<file path="src/hdl/tld_pkg.sv">
// ----------------------------------------------------------------------------
// tld_pkg: shared types and constants for the terminal line discipline
// Sizes, command and result codes, character codes and register layout.
// ----------------------------------------------------------------------------
`timescale 1ns / 1ps
`default_nettype none
package tld_pkg;
    localparam int LINE_SIZE = 64;
    localparam int RING_SIZE = 256;
    localparam int LINE_AW   = $clog2(LINE_SIZE);
    localparam int RING_AW   = $clog2(RING_SIZE);
    localparam int CNT_W     = $clog2(RING_SIZE + 1);

    localparam logic [1:0] CMD_KEY   = 2'd0;
    localparam logic [1:0] CMD_READ  = 2'd1;
    localparam logic [1:0] CMD_FLUSH = 2'd2;

    localparam logic [2:0] K_DONE  = 3'd0;
    localparam logic [2:0] K_ECHO  = 3'd1;
    localparam logic [2:0] K_READ  = 3'd2;
    localparam logic [2:0] K_EOF   = 3'd3;
    localparam logic [2:0] K_NONE  = 3'd4;
    localparam logic [2:0] K_ERASE = 3'd5;

    localparam logic [7:0] CH_NL    = 8'h0A;
    localparam logic [7:0] CH_CR    = 8'h0D;
    localparam logic [7:0] CH_BS    = 8'h08;
    localparam logic [7:0] CH_CARET = 8'h5E;
    localparam logic [7:0] CH_C     = 8'h43;
    localparam logic [7:0] CH_Z     = 8'h5A;

    localparam logic [2:0] REG_MODE  = 3'd0;
    localparam logic [2:0] REG_INTR  = 3'd1;
    localparam logic [2:0] REG_EOF   = 3'd2;
    localparam logic [2:0] REG_SUSP  = 3'd3;
    localparam logic [2:0] REG_ERASE = 3'd4;
    localparam logic [2:0] REG_KILL  = 3'd5;

    typedef struct packed {
        logic [3:0] mode;
        logic [7:0] intr;
        logic [7:0] eofc;
        logic [7:0] susp;
        logic [7:0] erase;
        logic [7:0] kill;
    } t_cfg;

    // classified word handed from front to back
    typedef struct packed {
        logic [1:0] cmd;
        logic [7:0] ch;
        logic       is_intr;
        logic       is_eof;
        logic       is_susp;
        logic       is_erase;
        logic       is_kill;
        logic       is_nl;
    } t_work;

    function automatic logic can_read(input logic eof_f, input logic rdy_f,
                                      input logic canon, input logic [CNT_W-1:0] cnt);
        can_read = (eof_f && cnt == '0) || (!canon && rdy_f) || (cnt != '0);
    endfunction
endpackage
`default_nettype wire

</file>
<file path="src/hdl/tld_if.sv">
// ----------------------------------------------------------------------------
// tld_in_if / tld_out_if: command and result channels
// Valid/ready channels carrying one command word or one result word.
// ----------------------------------------------------------------------------
`timescale 1ns / 1ps
`default_nettype none
interface tld_in_if;
    logic       valid;
    logic       ready;
    logic [1:0] command;
    logic [7:0] key;
    modport source (output valid, command, key, input ready);
    modport sink   (input valid, command, key, output ready);
endinterface

interface tld_out_if;
    logic       valid;
    logic       ready;
    logic [2:0] kind;
    logic [7:0] value;
    logic       last;
    logic       readable;
    modport source (output valid, kind, value, last, readable, input ready);
    modport sink   (input valid, kind, value, last, readable, output ready);
endinterface
`default_nettype wire

</file>
<file path="src/hdl/terminal_line_discipline.sv">
// ----------------------------------------------------------------------------
// terminal_line_discipline: terminal input line discipline
// Canonical/raw key handling with line buffer, input ring and echo results.
// ----------------------------------------------------------------------------
// Usage:
//   i_cmd carries one command word (key, read, flush); o_res returns its result
//   words, the final one flagged by last. Every result word carries readable,
//   the state seen by a reader after the command.
//   Registers sit on the APB port at byte address 4*index; writes complete
//   in the access cycle, pready is always high, and reads return the value.
//   Sequence: a command moves from the queue into the back end, executes
//   (a read that returns data first fetches its byte from the ring) and
//   then emits its result words. A line commit (newline or end of file on a
//   non-empty line) walks the line buffer, reading then writing each byte
//   into the ring, and then appends the newline.
//   A two-word queue lets the front accept commands while the back works.
//   A stalled receiver holds the result register; the back waits and the
//   queue fills, then i_cmd.ready drops.
//   Reset empties line, ring, flags and queue and restores default registers.
// ----------------------------------------------------------------------------
`timescale 1ns / 1ps
`default_nettype none
module terminal_line_discipline (
    input  wire        i_clk,
    input  wire        i_rst_n,
    input  wire        psel,
    input  wire        penable,
    input  wire        pwrite,
    input  wire [4:0]  paddr,
    input  wire [31:0] pwdata,
    output logic [31:0] prdata,
    output logic       pready,
    tld_in_if.sink     i_cmd,
    tld_out_if.source  o_res
);
    import tld_pkg::*;

    t_cfg       r_cfg;
    t_work      w_work;
    logic       w_work_valid, w_work_ready;
    logic [2:0] w_idx;

    assign pready = 1'b1;
    assign w_idx  = paddr[4:2];

    // register writes
    always_ff @(posedge i_clk) begin
        if (!i_rst_n) begin
            r_cfg.mode  <= 4'd15;
            r_cfg.intr  <= 8'd3;
            r_cfg.eofc  <= 8'd4;
            r_cfg.susp  <= 8'd26;
            r_cfg.erase <= 8'd127;
            r_cfg.kill  <= 8'd21;
        end else if (psel && penable && pwrite) begin
            unique case (w_idx)
                REG_MODE:  r_cfg.mode  <= pwdata[3:0];
                REG_INTR:  r_cfg.intr  <= pwdata[7:0];
                REG_EOF:   r_cfg.eofc  <= pwdata[7:0];
                REG_SUSP:  r_cfg.susp  <= pwdata[7:0];
                REG_ERASE: r_cfg.erase <= pwdata[7:0];
                REG_KILL:  r_cfg.kill  <= pwdata[7:0];
                default: ;
            endcase
        end
    end

    // register reads
    always_comb begin
        unique case (w_idx)
            REG_MODE:  prdata = {28'd0, r_cfg.mode};
            REG_INTR:  prdata = {24'd0, r_cfg.intr};
            REG_EOF:   prdata = {24'd0, r_cfg.eofc};
            REG_SUSP:  prdata = {24'd0, r_cfg.susp};
            REG_ERASE: prdata = {24'd0, r_cfg.erase};
            REG_KILL:  prdata = {24'd0, r_cfg.kill};
            default:   prdata = 32'd0;
        endcase
    end

    tld_front u_front (
        .i_clk        (i_clk),
        .i_rst_n      (i_rst_n),
        .i_cfg        (r_cfg),
        .i_cmd        (i_cmd),
        .o_work_valid (w_work_valid),
        .o_work       (w_work),
        .i_work_ready (w_work_ready)
    );

    tld_back u_back (
        .i_clk        (i_clk),
        .i_rst_n      (i_rst_n),
        .i_cfg        (r_cfg),
        .i_work_valid (w_work_valid),
        .i_work       (w_work),
        .o_work_ready (w_work_ready),
        .o_res        (o_res)
    );
endmodule
`default_nettype wire

</file>
<file path="src/hdl/tld_front.sv">
// ----------------------------------------------------------------------------
// tld_front: command intake and classification
// Translates CR, flags special characters and queues two words for the back.
// ----------------------------------------------------------------------------
`timescale 1ns / 1ps
`default_nettype none
module tld_front (
    input  wire            i_clk,
    input  wire            i_rst_n,
    input  tld_pkg::t_cfg  i_cfg,
    tld_in_if.sink         i_cmd,
    output logic           o_work_valid,
    output tld_pkg::t_work o_work,
    input  wire            i_work_ready
);
    import tld_pkg::*;

    t_work      r_q [2];
    logic       r_rd, r_wr;
    logic [1:0] r_cnt;
    t_work      w_cls;
    logic [7:0] w_ch;
    logic       w_sig, w_push, w_pop;

    // classify the incoming word
    always_comb begin
        w_ch  = (i_cfg.mode[0] && i_cmd.key == CH_CR) ? CH_NL : i_cmd.key;
        w_sig = i_cfg.mode[1];
        w_cls.cmd      = i_cmd.command;
        w_cls.ch       = w_ch;
        w_cls.is_intr  = w_sig && w_ch == i_cfg.intr;
        w_cls.is_eof   = w_sig && w_ch == i_cfg.eofc;
        w_cls.is_susp  = w_sig && w_ch == i_cfg.susp;
        w_cls.is_erase = w_ch == CH_BS || w_ch == i_cfg.erase;
        w_cls.is_kill  = w_ch == i_cfg.kill;
        w_cls.is_nl    = w_ch == CH_NL;
    end

    assign i_cmd.ready  = r_cnt != 2'd2;
    assign w_push       = i_cmd.valid && i_cmd.ready;
    assign o_work_valid = r_cnt != 2'd0;
    assign o_work       = r_q[r_rd];
    assign w_pop        = o_work_valid && i_work_ready;

    // two-entry queue
    always_ff @(posedge i_clk) begin
        if (!i_rst_n) begin
            r_rd  <= 1'b0;
            r_wr  <= 1'b0;
            r_cnt <= 2'd0;
        end else begin
            if (w_push) begin
                r_q[r_wr] <= w_cls;
                r_wr      <= ~r_wr;
            end
            if (w_pop) r_rd <= ~r_rd;
            r_cnt <= r_cnt + {1'b0, w_push} - {1'b0, w_pop};
        end
    end
endmodule
`default_nettype wire

</file>
<file path="src/hdl/tld_back.sv">
// ----------------------------------------------------------------------------
// tld_back: line editing, input ring and result sequencing
// Holds line and ring memories, walks commits, and emits result words.
// ----------------------------------------------------------------------------
`timescale 1ns / 1ps
`default_nettype none
module tld_back (
    input  wire            i_clk,
    input  wire            i_rst_n,
    input  tld_pkg::t_cfg  i_cfg,
    input  wire            i_work_valid,
    input  tld_pkg::t_work i_work,
    output logic           o_work_ready,
    tld_out_if.source      o_res
);
    import tld_pkg::*;

    localparam logic [2:0] S_IDLE = 3'd0;
    localparam logic [2:0] S_EXEC = 3'd1;
    localparam logic [2:0] S_CPRD = 3'd2;
    localparam logic [2:0] S_CPWR = 3'd3;
    localparam logic [2:0] S_CPNL = 3'd4;
    localparam logic [2:0] S_RDWT = 3'd5;
    localparam logic [2:0] S_EMIT = 3'd6;

    logic [7:0] line_mem [LINE_SIZE];
    logic [7:0] ring_mem [RING_SIZE];
    logic [7:0] r_line_q, r_ring_q;

    logic [2:0]         r_state, n_state;
    t_work              r_work;
    logic [LINE_AW-1:0] r_len, n_len, r_idx, n_idx, r_nerase, n_nerase;
    logic [RING_AW-1:0] r_head, n_head, r_tail, n_tail;
    logic [CNT_W-1:0]   r_cnt, n_cnt;
    logic               r_rdy_f, n_rdy_f, r_eof_f, n_eof_f;
    logic [2:0][7:0]    r_echo, n_echo;
    logic [1:0]         r_necho, n_necho, r_eidx, n_eidx;
    logic [2:0]         r_fkind, n_fkind;
    logic [7:0]         r_fvalue, n_fvalue;
    logic               r_ovalid, n_ovalid, r_olast, n_olast, r_oread, n_oread;
    logic [2:0]         r_okind, n_okind;
    logic [7:0]         r_ovalue, n_ovalue;

    logic               w_lwe, w_rwe, w_echo_on, w_canon, w_free;
    logic [7:0]         w_rdata;

    assign w_echo_on    = i_cfg.mode[3];
    assign w_canon      = i_cfg.mode[2];
    assign o_work_ready = r_state == S_IDLE;
    assign w_free       = !r_ovalid || o_res.ready;

    // memories: line written by append, ring written by pushes
    always_ff @(posedge i_clk) begin
        if (w_lwe) line_mem[r_len] <= r_work.ch;
        if (w_rwe) ring_mem[r_tail] <= w_rdata;
        r_line_q <= line_mem[r_idx];
        r_ring_q <= ring_mem[r_head];
    end

    // sequencer
    always_comb begin
        n_state  = r_state;
        n_len    = r_len;
        n_idx    = r_idx;
        n_nerase = r_nerase;
        n_head   = r_head;
        n_tail   = r_tail;
        n_cnt    = r_cnt;
        n_rdy_f  = r_rdy_f;
        n_eof_f  = r_eof_f;
        n_echo   = r_echo;
        n_necho  = r_necho;
        n_eidx   = r_eidx;
        n_fkind  = r_fkind;
        n_fvalue = r_fvalue;
        n_ovalid = r_ovalid && !o_res.ready;
        n_okind  = r_okind;
        n_ovalue = r_ovalue;
        n_olast  = r_olast;
        n_oread  = r_oread;
        w_lwe    = 1'b0;
        w_rwe    = 1'b0;
        w_rdata  = r_work.ch;
        unique case (r_state)
            S_IDLE: begin
                n_necho  = 2'd0;
                n_eidx   = 2'd0;
                n_nerase = '0;
                n_idx    = '0;
                n_fkind  = K_DONE;
                n_fvalue = 8'd0;
                if (i_work_valid) n_state = S_EXEC;
            end
            S_EXEC: begin
                n_state = S_EMIT;
                priority case (r_work.cmd)
                    CMD_KEY: begin
                        priority if (r_work.is_intr) begin
                            n_echo  = {CH_NL, CH_C, CH_CARET};
                            n_necho = w_echo_on ? 2'd3 : 2'd0;
                            n_len   = '0;
                        end else if (r_work.is_eof) begin
                            if (r_len == '0) begin
                                n_eof_f = 1'b1;
                                n_rdy_f = 1'b1;
                            end else begin
                                n_state = S_CPRD;
                            end
                        end else if (r_work.is_susp) begin
                            n_echo  = {CH_NL, CH_Z, CH_CARET};
                            n_necho = w_echo_on ? 2'd3 : 2'd0;
                        end else if (w_canon) begin
                            priority if (r_work.is_erase) begin
                                if (r_len != '0) begin
                                    n_len    = r_len - 1'b1;
                                    n_nerase = LINE_AW'(w_echo_on);
                                end
                            end else if (r_work.is_kill) begin
                                n_nerase = w_echo_on ? r_len : '0;
                                n_len    = '0;
                            end else if (r_work.is_nl) begin
                                n_echo[0] = CH_NL;
                                n_necho   = w_echo_on ? 2'd1 : 2'd0;
                                n_state   = S_CPRD;
                            end else if (r_len != LINE_AW'(LINE_SIZE - 1)) begin
                                w_lwe     = 1'b1;
                                n_len     = r_len + 1'b1;
                                n_echo[0] = r_work.ch;
                                n_necho   = w_echo_on ? 2'd1 : 2'd0;
                            end
                        end else begin
                            // raw push
                            if (r_cnt != CNT_W'(RING_SIZE)) begin
                                w_rwe  = 1'b1;
                                n_tail = (r_tail == RING_AW'(RING_SIZE - 1)) ? '0
                                         : r_tail + 1'b1;
                                n_cnt  = r_cnt + 1'b1;
                            end
                            n_echo[0] = r_work.ch;
                            n_necho   = w_echo_on ? 2'd1 : 2'd0;
                        end
                    end
                    CMD_READ: begin
                        priority if (!can_read(r_eof_f, r_rdy_f, w_canon, r_cnt)) begin
                            n_fkind = K_NONE;
                        end else if (r_cnt == '0) begin
                            if (r_eof_f) n_eof_f = 1'b0;
                            n_rdy_f = 1'b0;
                            n_fkind = K_EOF;
                        end else begin
                            n_state = S_RDWT;
                        end
                    end
                    CMD_FLUSH: begin
                        n_head  = '0;
                        n_tail  = '0;
                        n_cnt   = '0;
                        n_len   = '0;
                        n_rdy_f = 1'b0;
                    end
                    default: ;
                endcase
            end
            S_CPRD: begin
                n_state = (r_idx == r_len) ? S_CPNL : S_CPWR;
            end
            S_CPWR, S_CPNL: begin
                w_rdata = (r_state == S_CPNL) ? CH_NL : r_line_q;
                if (r_cnt != CNT_W'(RING_SIZE)) begin
                    w_rwe  = 1'b1;
                    n_tail = (r_tail == RING_AW'(RING_SIZE - 1)) ? '0 : r_tail + 1'b1;
                    n_cnt  = r_cnt + 1'b1;
                end
                if (r_state == S_CPNL) begin
                    n_len   = '0;
                    n_rdy_f = 1'b1;
                    n_state = S_EMIT;
                end else begin
                    n_idx   = r_idx + 1'b1;
                    n_state = S_CPRD;
                end
            end
            S_RDWT: begin
                n_fkind  = K_READ;
                n_fvalue = r_ring_q;
                n_head   = (r_head == RING_AW'(RING_SIZE - 1)) ? '0 : r_head + 1'b1;
                n_cnt    = r_cnt - 1'b1;
                if (r_cnt == CNT_W'(1)) n_rdy_f = 1'b0;
                n_state  = S_EMIT;
            end
            S_EMIT: begin
                if (w_free) begin
                    n_ovalid = 1'b1;
                    n_oread  = can_read(r_eof_f, r_rdy_f, w_canon, r_cnt);
                    n_olast  = 1'b0;
                    priority if (r_eidx != r_necho) begin
                        n_okind  = K_ECHO;
                        n_ovalue = r_echo[r_eidx];
                        n_eidx   = r_eidx + 1'b1;
                    end else if (r_nerase != '0) begin
                        n_okind  = K_ERASE;
                        n_ovalue = 8'd0;
                        n_nerase = r_nerase - 1'b1;
                    end else begin
                        n_okind  = r_fkind;
                        n_ovalue = r_fvalue;
                        n_olast  = 1'b1;
                        n_state  = S_IDLE;
                    end
                end
            end
            default: n_state = S_IDLE;
        endcase
    end

    // state registers
    always_ff @(posedge i_clk) begin
        if (!i_rst_n) begin
            r_state  <= S_IDLE;
            r_len    <= '0;
            r_head   <= '0;
            r_tail   <= '0;
            r_cnt    <= '0;
            r_rdy_f  <= 1'b0;
            r_eof_f  <= 1'b0;
            r_ovalid <= 1'b0;
            r_idx    <= '0;
        end else begin
            r_state  <= n_state;
            r_len    <= n_len;
            r_head   <= n_head;
            r_tail   <= n_tail;
            r_cnt    <= n_cnt;
            r_rdy_f  <= n_rdy_f;
            r_eof_f  <= n_eof_f;
            r_ovalid <= n_ovalid;
            r_idx    <= n_idx;
        end
        if (r_state == S_IDLE && i_work_valid) r_work <= i_work;
        r_nerase <= n_nerase;
        r_echo   <= n_echo;
        r_necho  <= n_necho;
        r_eidx   <= n_eidx;
        r_fkind  <= n_fkind;
        r_fvalue <= n_fvalue;
        r_okind  <= n_okind;
        r_ovalue <= n_ovalue;
        r_olast  <= n_olast;
        r_oread  <= n_oread;
    end

    assign o_res.valid    = r_ovalid;
    assign o_res.kind     = r_okind;
    assign o_res.value    = r_ovalue;
    assign o_res.last     = r_olast;
    assign o_res.readable = r_oread;
endmodule
`default_nettype wire

</file>
<file path="src/flat_wrapper.sv">
// flat-port wrapper written by rule: the top's interface ports become plain ports
module terminal_line_discipline_flat import tld_pkg::*;
  (i_clk, i_rst_n, psel, penable, pwrite, paddr, pwdata, prdata, pready, i_cmd_valid, i_cmd_command, i_cmd_key, i_cmd_ready, o_res_valid, o_res_kind, o_res_value, o_res_last, o_res_readable, o_res_ready);
  tld_in_if i_cmd_i ();
  tld_out_if o_res_i ();
  input  wire i_clk;
  input  wire i_rst_n;
  input  wire psel;
  input  wire penable;
  input  wire pwrite;
  input  wire [4:0] paddr;
  input  wire [31:0] pwdata;
  output logic [31:0] prdata;
  output logic pready;
  input wire logic [$bits(i_cmd_i.valid)-1:0] i_cmd_valid;
  input wire logic [$bits(i_cmd_i.command)-1:0] i_cmd_command;
  input wire logic [$bits(i_cmd_i.key)-1:0] i_cmd_key;
  output wire logic [$bits(i_cmd_i.ready)-1:0] i_cmd_ready;
  output wire logic [$bits(o_res_i.valid)-1:0] o_res_valid;
  output wire logic [$bits(o_res_i.kind)-1:0] o_res_kind;
  output wire logic [$bits(o_res_i.value)-1:0] o_res_value;
  output wire logic [$bits(o_res_i.last)-1:0] o_res_last;
  output wire logic [$bits(o_res_i.readable)-1:0] o_res_readable;
  input wire logic [$bits(o_res_i.ready)-1:0] o_res_ready;
  assign i_cmd_i.valid = i_cmd_valid;
  assign i_cmd_i.command = i_cmd_command;
  assign i_cmd_i.key = i_cmd_key;
  assign i_cmd_ready = i_cmd_i.ready;
  assign o_res_valid = o_res_i.valid;
  assign o_res_kind = o_res_i.kind;
  assign o_res_value = o_res_i.value;
  assign o_res_last = o_res_i.last;
  assign o_res_readable = o_res_i.readable;
  assign o_res_i.ready = o_res_ready;
  terminal_line_discipline u_core (.i_clk(i_clk), .i_rst_n(i_rst_n), .psel(psel), .penable(penable), .pwrite(pwrite), .paddr(paddr), .pwdata(pwdata), .prdata(prdata), .pready(pready), .i_cmd(i_cmd_i), .o_res(o_res_i));
endmodule
</file>
<file path="config.mk">
export PLATFORM = sky130hd
export DESIGN_NAME = terminal_line_discipline_flat
export DESIGN_NICKNAME = d
export VERILOG_FILES = /design/src/hdl/tld_pkg.sv /design/src/hdl/tld_if.sv /design/src/hdl/terminal_line_discipline.sv /design/src/hdl/tld_front.sv /design/src/hdl/tld_back.sv /design/src/flat_wrapper.sv
export SDC_FILE = /design/constraint.sdc
export NUM_CORES = 2
export LEC_CHECK = 0
export ABC_CLOCK_PERIOD_IN_PS = 10750
export BUFFER_PORTS_ARGS = -buffer_cell sky130_fd_sc_hd__buf_4
export CAP_MARGIN = 40
export CORE_MARGIN = 5
export CORE_UTILIZATION = 40
export CTS_CLUSTER_SIZE = 8
export DETAILED_ROUTE_END_ITERATION = 12
export GPL_ROUTABILITY_DRIVEN = 0
export PLACE_DENSITY = 0.54
export SLEW_MARGIN = 40
export SYNTH_ARGS = -nofsm -noshare
export SYNTH_HDL_FRONTEND = slang
export SYNTH_HIERARCHICAL = 1
export SYNTH_SLANG_ARGS = --single-unit
export TNS_END_PERCENT = 30
</file>
<file path="constraint.sdc">
create_clock -name i_clk -period 10.75 [get_ports i_clk]
set_clock_uncertainty 0.2 [all_clocks]
set_input_delay 2.15 -clock i_clk [delete_from_list [all_inputs] [get_ports i_clk]]
set_output_delay 2.15 -clock i_clk [all_outputs]
set_load 0.05 [all_outputs]
</file>
# Word level (Yosys, flattened, before mapping)
# Memories as Yosys holds them, arrays and structs flattened. A register that Yosys moved wholly into a read port is not among the register bits.
# Cells that the tools add are included.
# totals
register_bits	149
inputBits	54
n_memories	3
latchBits	0
output_inout_bits	48
mem_bits_rw	2592
romBits	0
# classes
n_mux	137
div_mod_pow	0
order_cmp	1
n_eq_ne	77
bitwise	2
reduce_logical	61
multipliers	0
add_sub_neg	11
n_shift	0
# mem_list
name	depth	width	read_ports	rd_ports_with_merged_regs	wr	line	rtl
u_core.u_back.ring_mem	256	8	1	1	1	tld_back.sv:27	logic [7:0] ring_mem [RING_SIZE];
u_core.u_back.line_mem	64	8	1	1	1	tld_back.sv:26	logic [7:0] line_mem [LINE_SIZE];
u_core.u_front.r_q	2	16	1	1	1	tld_front.sv:18	t_work r_q [2];
# op_table
operator	count
8-bit 2-to-1 mux	20
6-bit 2-to-1 mux	23
8-bit one-hot mux with 2 select lines	4
3-bit 2-to-1 mux	18
8-bit one-hot mux with 6 select lines	1
9-bit 2-to-1 mux	5
8-bit == test	5
2-bit inequality test, second input constant	19
3-bit inequality test, second input constant	12
6-bit one-hot mux with 2 select lines	3
1-bit 2-to-1 mux	34
2-bit 2-to-1 mux	14
9-bit one-hot mux with 3 select lines	1
8-bit by 4-bit == test with 1-bit output, second input constant	3
24-bit 2-to-1 mux	1
6-bit inequality test, second input constant	4
6-bit AND reduction	4
5-bit inequality test, second input constant	4
3-bit one-hot mux with 6 select lines	1
6-bit one-hot mux with 3 select lines	1
9-bit one-hot mux with 2 select lines	1
2-bit AND reduction	9
9-bit AND reduction	2
2-bit nonzero test	9
47 further kinds	91

# Depth between registers and ports, before layout
# logic_depth
depth_word	13
depth_mapped	13

# Hierarchy
# Netlist, hierarchy kept.
# by_module_without_submodules
module	seq_area_each_um2	cells_per_inst	n_inst	area_per_inst_um2
tld_back	79856.6	5145	1	105189.6
terminal_line_discipline	880.8	246	1	2267.2
tld_front	1061.0	182	1	2185.8

# Worst setup path before layout
# Ideal clock, no wire load.
# synth_timing
path_type	flip-flop to flip-flop
start	register u_core.u_back.r_state[1]
end	memory u_core.u_back.ring_mem[0][2] (data pin)
t_required_ns	8.974
stages_incl_launch_ff	7
synth_period_minus_slack_ns	9.978
path_slack_ns	0.772
arrival_time_ns	8.202
path_cell_list	dfxtp_1 clkbuf_1 clkbuf_1 and2_0 clkbuf_1 o22ai_1 a21oi_1
# synth_between
elab_chain_len	3
# synth_lines
item	line	rtl
start, declared	tld_back.sv:30	logic [2:0] r_state, n_state;
start signal, assigned	tld_back.sv:229	r_state <= n_state;
3-bit == test / 3-bit by 2-bit == test with 1-bit output (equally long branches)	tld_back.sv:84, tld_back.sv:168	
8-bit 2-to-1 mux / 2-bit OR reduction (equally long branches)	tld_back.sv:168, tld_back.sv:84	
8-bit 2-to-1 mux *	tld_back.sv:84	unique case (r_state)
named net u_core.u_back.w_rdata[2]	tld_back.sv:45	logic [7:0] w_rdata;
end, declared	tld_back.sv:27	
# The timed path passes the listed nets; every way through them passes the cells marked *.

# Worst setup path in the final report
# layout_timing
start	input port paddr[2]
end	output port prdata[6]
# layout_between
elab_chain_len	2
# layout_lines
item	line	rtl
start, declared	flat_wrapper.sv:11	input wire [4:0] paddr;
3-bit == test (tied with other cells)	terminal_line_discipline.sv:70	unique case (w_idx)
8-bit one-hot mux with 6 select lines *	terminal_line_discipline.sv:70	
end, declared	flat_wrapper.sv:13	output logic [31:0] prdata;
# Every way passes the cells marked *; elsewhere a longest branch is shown, timed or not.

==> flow_summary.json <==
{
  "synth_async_sr_flop_share": 0,
  "grt_usage": 0.2014,
  "cp.arrival_ns": 3.55,
  "ff2ff_setup_slack_ns": 5.94,
  "drt_iter0_drc": 5507,
  "clock_latency_ns": 0.87,
  "maxCapViolCount": 0,
  "crit_path_start_kind": "input pin",
  "synth_area_mm2": 0.1096,
  "routed_wl_mm": 292.1,
  "fmax_ghz": 0.1696,
  "setup_viol": 0,
  "place_hpwl_mm": 173.8,
  "synth_area_leaders": "edfxtp_1, mux4_2, dfxtp_1",
  "grt.overflow.total": 0,
  "cp.required_ns": 8.40,
  "cts-buffers-inserted": 388,
  "netlist_instances": 5573,
  "hold_path_depth": 2,
  "ys_warn_count": 6,
  "timing.rr.start": "u_core/u_back/r_head[0]$_SDFFE_PN0P_",
  "status": "finished clean",
  "via_count": 55697,
  "grt_max_degree": 201,
  "p_leak_nw": 37.75,
  "postCtsSetupBuffers": 0,
  "die_area_mm2": 0.2847,
  "placed_area_mm2": 0.1142,
  "synth-seq-area-share": 0.7460,
  "drt_pass1_iterations": 6,
  "drc": 0,
  "dr_wl_met3_mm": 18.34,
  "min_path_type": "flop to flop",
  "fp.dieH_um": 533.6,
  "total_power_mw": 28.71,
  "drv_slew": 0,
  "grt_pass1_wl_mm": 419.5,
  "setup_tns_ns": 0,
  "critPathKind": "input pin to primary output",
  "die_x_um": 533.6,
  "post_drt_wl_per_cell_um": 30.61,
  "min_from": "u_core/u_back/r_rdy_f$_SDFFE_PN0P_",
  "grt_antenna_before_repair": 12,
  "crit_path_max_fanout": 19,
  "final-hold-violation-count": 0,
  "r2r_cells": 8,
  "p_sw_mw": 7.482,
  "ys_types": 86,
  "area_delta_synth_final_pct": 14.34,
  "seq_area_mm2": 0.08183,
  "synth-main-ff-cell": "edfxtp_1",
  "p_int_mw": 21.23,
  "clock-sinks": 2760,
  "grt_pass1_vias": 56611,
  "portBuffers": 50,
  "tritoncts": "built",
  "fillers": 23044,
  "yosys-top-cells-count": "edfxtp_1, mux4_2, nor2_1",
  "wl_met1_mm": 121.9,
  "grt_setup_unrepaired": "no",
  "ant_nets": 0,
  "synth_top_area_share": 0.7263,
  "worst_ir_drop_vdd_mv": 0.3233,
  "clock-root-buffer": "clkbuf_16",
  "syn_area_per_cell_um2": 19.67,
  "combPwrFrac": 0.139,
  "clkPwrFrac": 0.377,
  "core-area_mm2": 0.2734,
  "synth.most_common_cell": "edfxtp_1",
  "min_period_over_period": 0.5485,
  "rows": 192,
  "initial_core_util": 0.4011,
  "cts_hold_buf": 0,
  "tightest_slew_ns": 1.016,
  "swShare": 0.2606,
  "htreeDepth": 5,
  "highest_layer": "met5",
  "postLayoutCellArea_mm2": 0.1254,
  "multi_input_area_mm2": 0.02655,
  "ys_ff_latch": 2760,
  "rr_endpoint": "u_core/u_back/r_ring_q[5]$_DFF_P_",
  "path_clk_slew_ns": 0.06,
  "end_kind": "primary output",
  "viasPerCell": 5.837,
  "final_nets": 5867,
  "drive_above_1_share": 0.2679,
  "synth_edf_count": 2652,
  "min_period_ns": 5.896,
  "clk_path_buf_depth": 4,
  "powerDensity_mw_per_mm2": 229.0,
  "cts_resized": 0,
  "yosys.area.top_type": "edfxtp_1",
  "slew_headroom": 0.3226,
  "hold_end": "u_core/u_back/r_rdy_f$_SDFFE_PN0P_",
  "wl_met2_mm": 142.5,
  "p_seq_frac": 0.484,
  "pin_count": 102
}
[placed cells by master, fill, tap and decap left out, types with 15 or more instances in the layout]
master / instances
edfxtp_1: 2652
mux4_2: 668
clkbuf_16: 392
nor2_2: 207
nor2_1: 202
nand2_1: 175
mux2i_1: 147
buf_4: 143
clkbuf_1: 130
dfxtp_1: 98
a21oi_1: 93
a22oi_1: 77
o21ai_0: 74
nand3_1: 72
nor3_1: 45
o22ai_1: 45
nor2b_1: 38
o221ai_1: 37
inv_1: 35
xor2_1: 35
mux2_2: 33
and2_1: 26
conb_1: 25
xnor2_1: 25
nand2b_1: 24
nand4_1: 24
a211oi_1: 23
a31oi_1: 21
a221oi_1: 20
ha_1: 19
nor4_1: 18
nand2_2: 17
and3_1: 16
or3_1: 15
buf_6: 15
[how the worst max path moves through the flow]
| stage | from | endpoint | slack, ns | cells after the start |
|---|---|---|---|---|
| 2_1_floorplan | u_core/u_back/r_state[1]$_SDFFE_PN0P_ | u_core/u_back/ring_mem[0][2]$_DFFE_PP_ | 0.77 | 6 |
| 3_3_place_gp | paddr[2] | prdata[5] | 4.89 | 5 |
| 3_5_place_dp | paddr[2] | prdata[6] | 4.87 | 5 |
| 4_1_cts | paddr[2] | prdata[6] | 4.86 | 5 |
| 5_1_grt | paddr[2] | prdata[6] | 4.70 | 5 |
| 6_report | paddr[2] | prdata[6] | 4.85 | 5 |
[power groups by stage]
stage               Clock [mW]  Combinational [mW]  Sequential (mW)
detailed placement           0                3.89             14.1
global route              11.5                4.27             13.9
global placement             0                3.68             14.1
floorplan                    0                2.04             14.8
finish                    10.8                3.99             13.9
CTS                       11.1                3.89             13.9
[critical path, stage by stage]
cell      delay, ns
buf_4          0.26
nor2b_1        0.46
a22oi_1        0.18
o221ai_1       0.23
buf_4          0.25
[cells by family after synthesis]
kind of cell / after synthesis / share of synthesized area
AOI/OAI and AO/OA: 518 / 0.03285
xor gates and xnor gates: 60 / 0.004793
adders and majority gates: 19 / 0.002168
buffers and inverters: 412 / 0.01984
DFF: 2760 / 0.7460
muxes: 848 / 0.1540
other: 2 / 0.00006850
and+or+nand+nor: 954 / 0.04020
[metrics by stage]
step / std cells / hold slack (ns) / util / setup slack (ns)
after floorplan: 5596 / 0.2244 / - / 0.7718
after global placement: 8974 / 0.2567 / 0.4160 / 4.890
after detailed placement: 8981 / 0.2578 / 0.4176 / 4.867
after CTS: 9523 / 0.2703 / 0.4563 / 4.863
after global routing: 9536 / 0.3039 / 0.4585 / 4.702
final: 9542 / 0.2836 / 0.4586 / 4.854
[flip-flops by register name, indices dropped and copies added (netlist names), 3 cells and up, named ones only]
register	flops
u_core/u_back/o_res.value	8
u_core/u_back/r_ring_q	8
u_core/u_back/r_fkind	3
u_core/u_back/r_work	16
u_core/u_back/o_res.kind	3
u_core/u_back/r_tail	8
u_core/u_front/r_q	32
u_core/u_back/r_line_q	8
u_core/u_back/r_len	6
u_core/u_back/r_fvalue	8
u_core/u_back/r_head	8
u_core/u_back/r_nerase	6
u_core/u_back/r_cnt	9
u_core/u_back/line_mem	512
u_core/u_back/r_state	3
u_core/u_back/ring_mem	2048
u_core/u_back/r_echo	10
u_core/u_back/r_idx	6
u_core/r_cfg	44
[per-layer routing]
| layer | global-route usage | vias to the layer above |
|---|---|---|
| met2 | 0.3299 | 2014 |
| met1 | 0.2807 | 29974 |
| li1 | - | 23221 |
| met4 | 0.05945 | 4 |
| met3 | 0.03145 | 484 |
| met5 | 0 | - |
[final cells by class]
cell class              instances  area share
diodes                          7   0.0001397
multi-input cells            2424      0.2118
inverters                      39    0.001198
clock inverters                20    0.002246
flip-flops and latches       2760      0.6527
well taps                    3589     0.03582
clock buffers                 522     0.08214
repair buffers                181     0.01392
(Power assumes the default switching activity.)
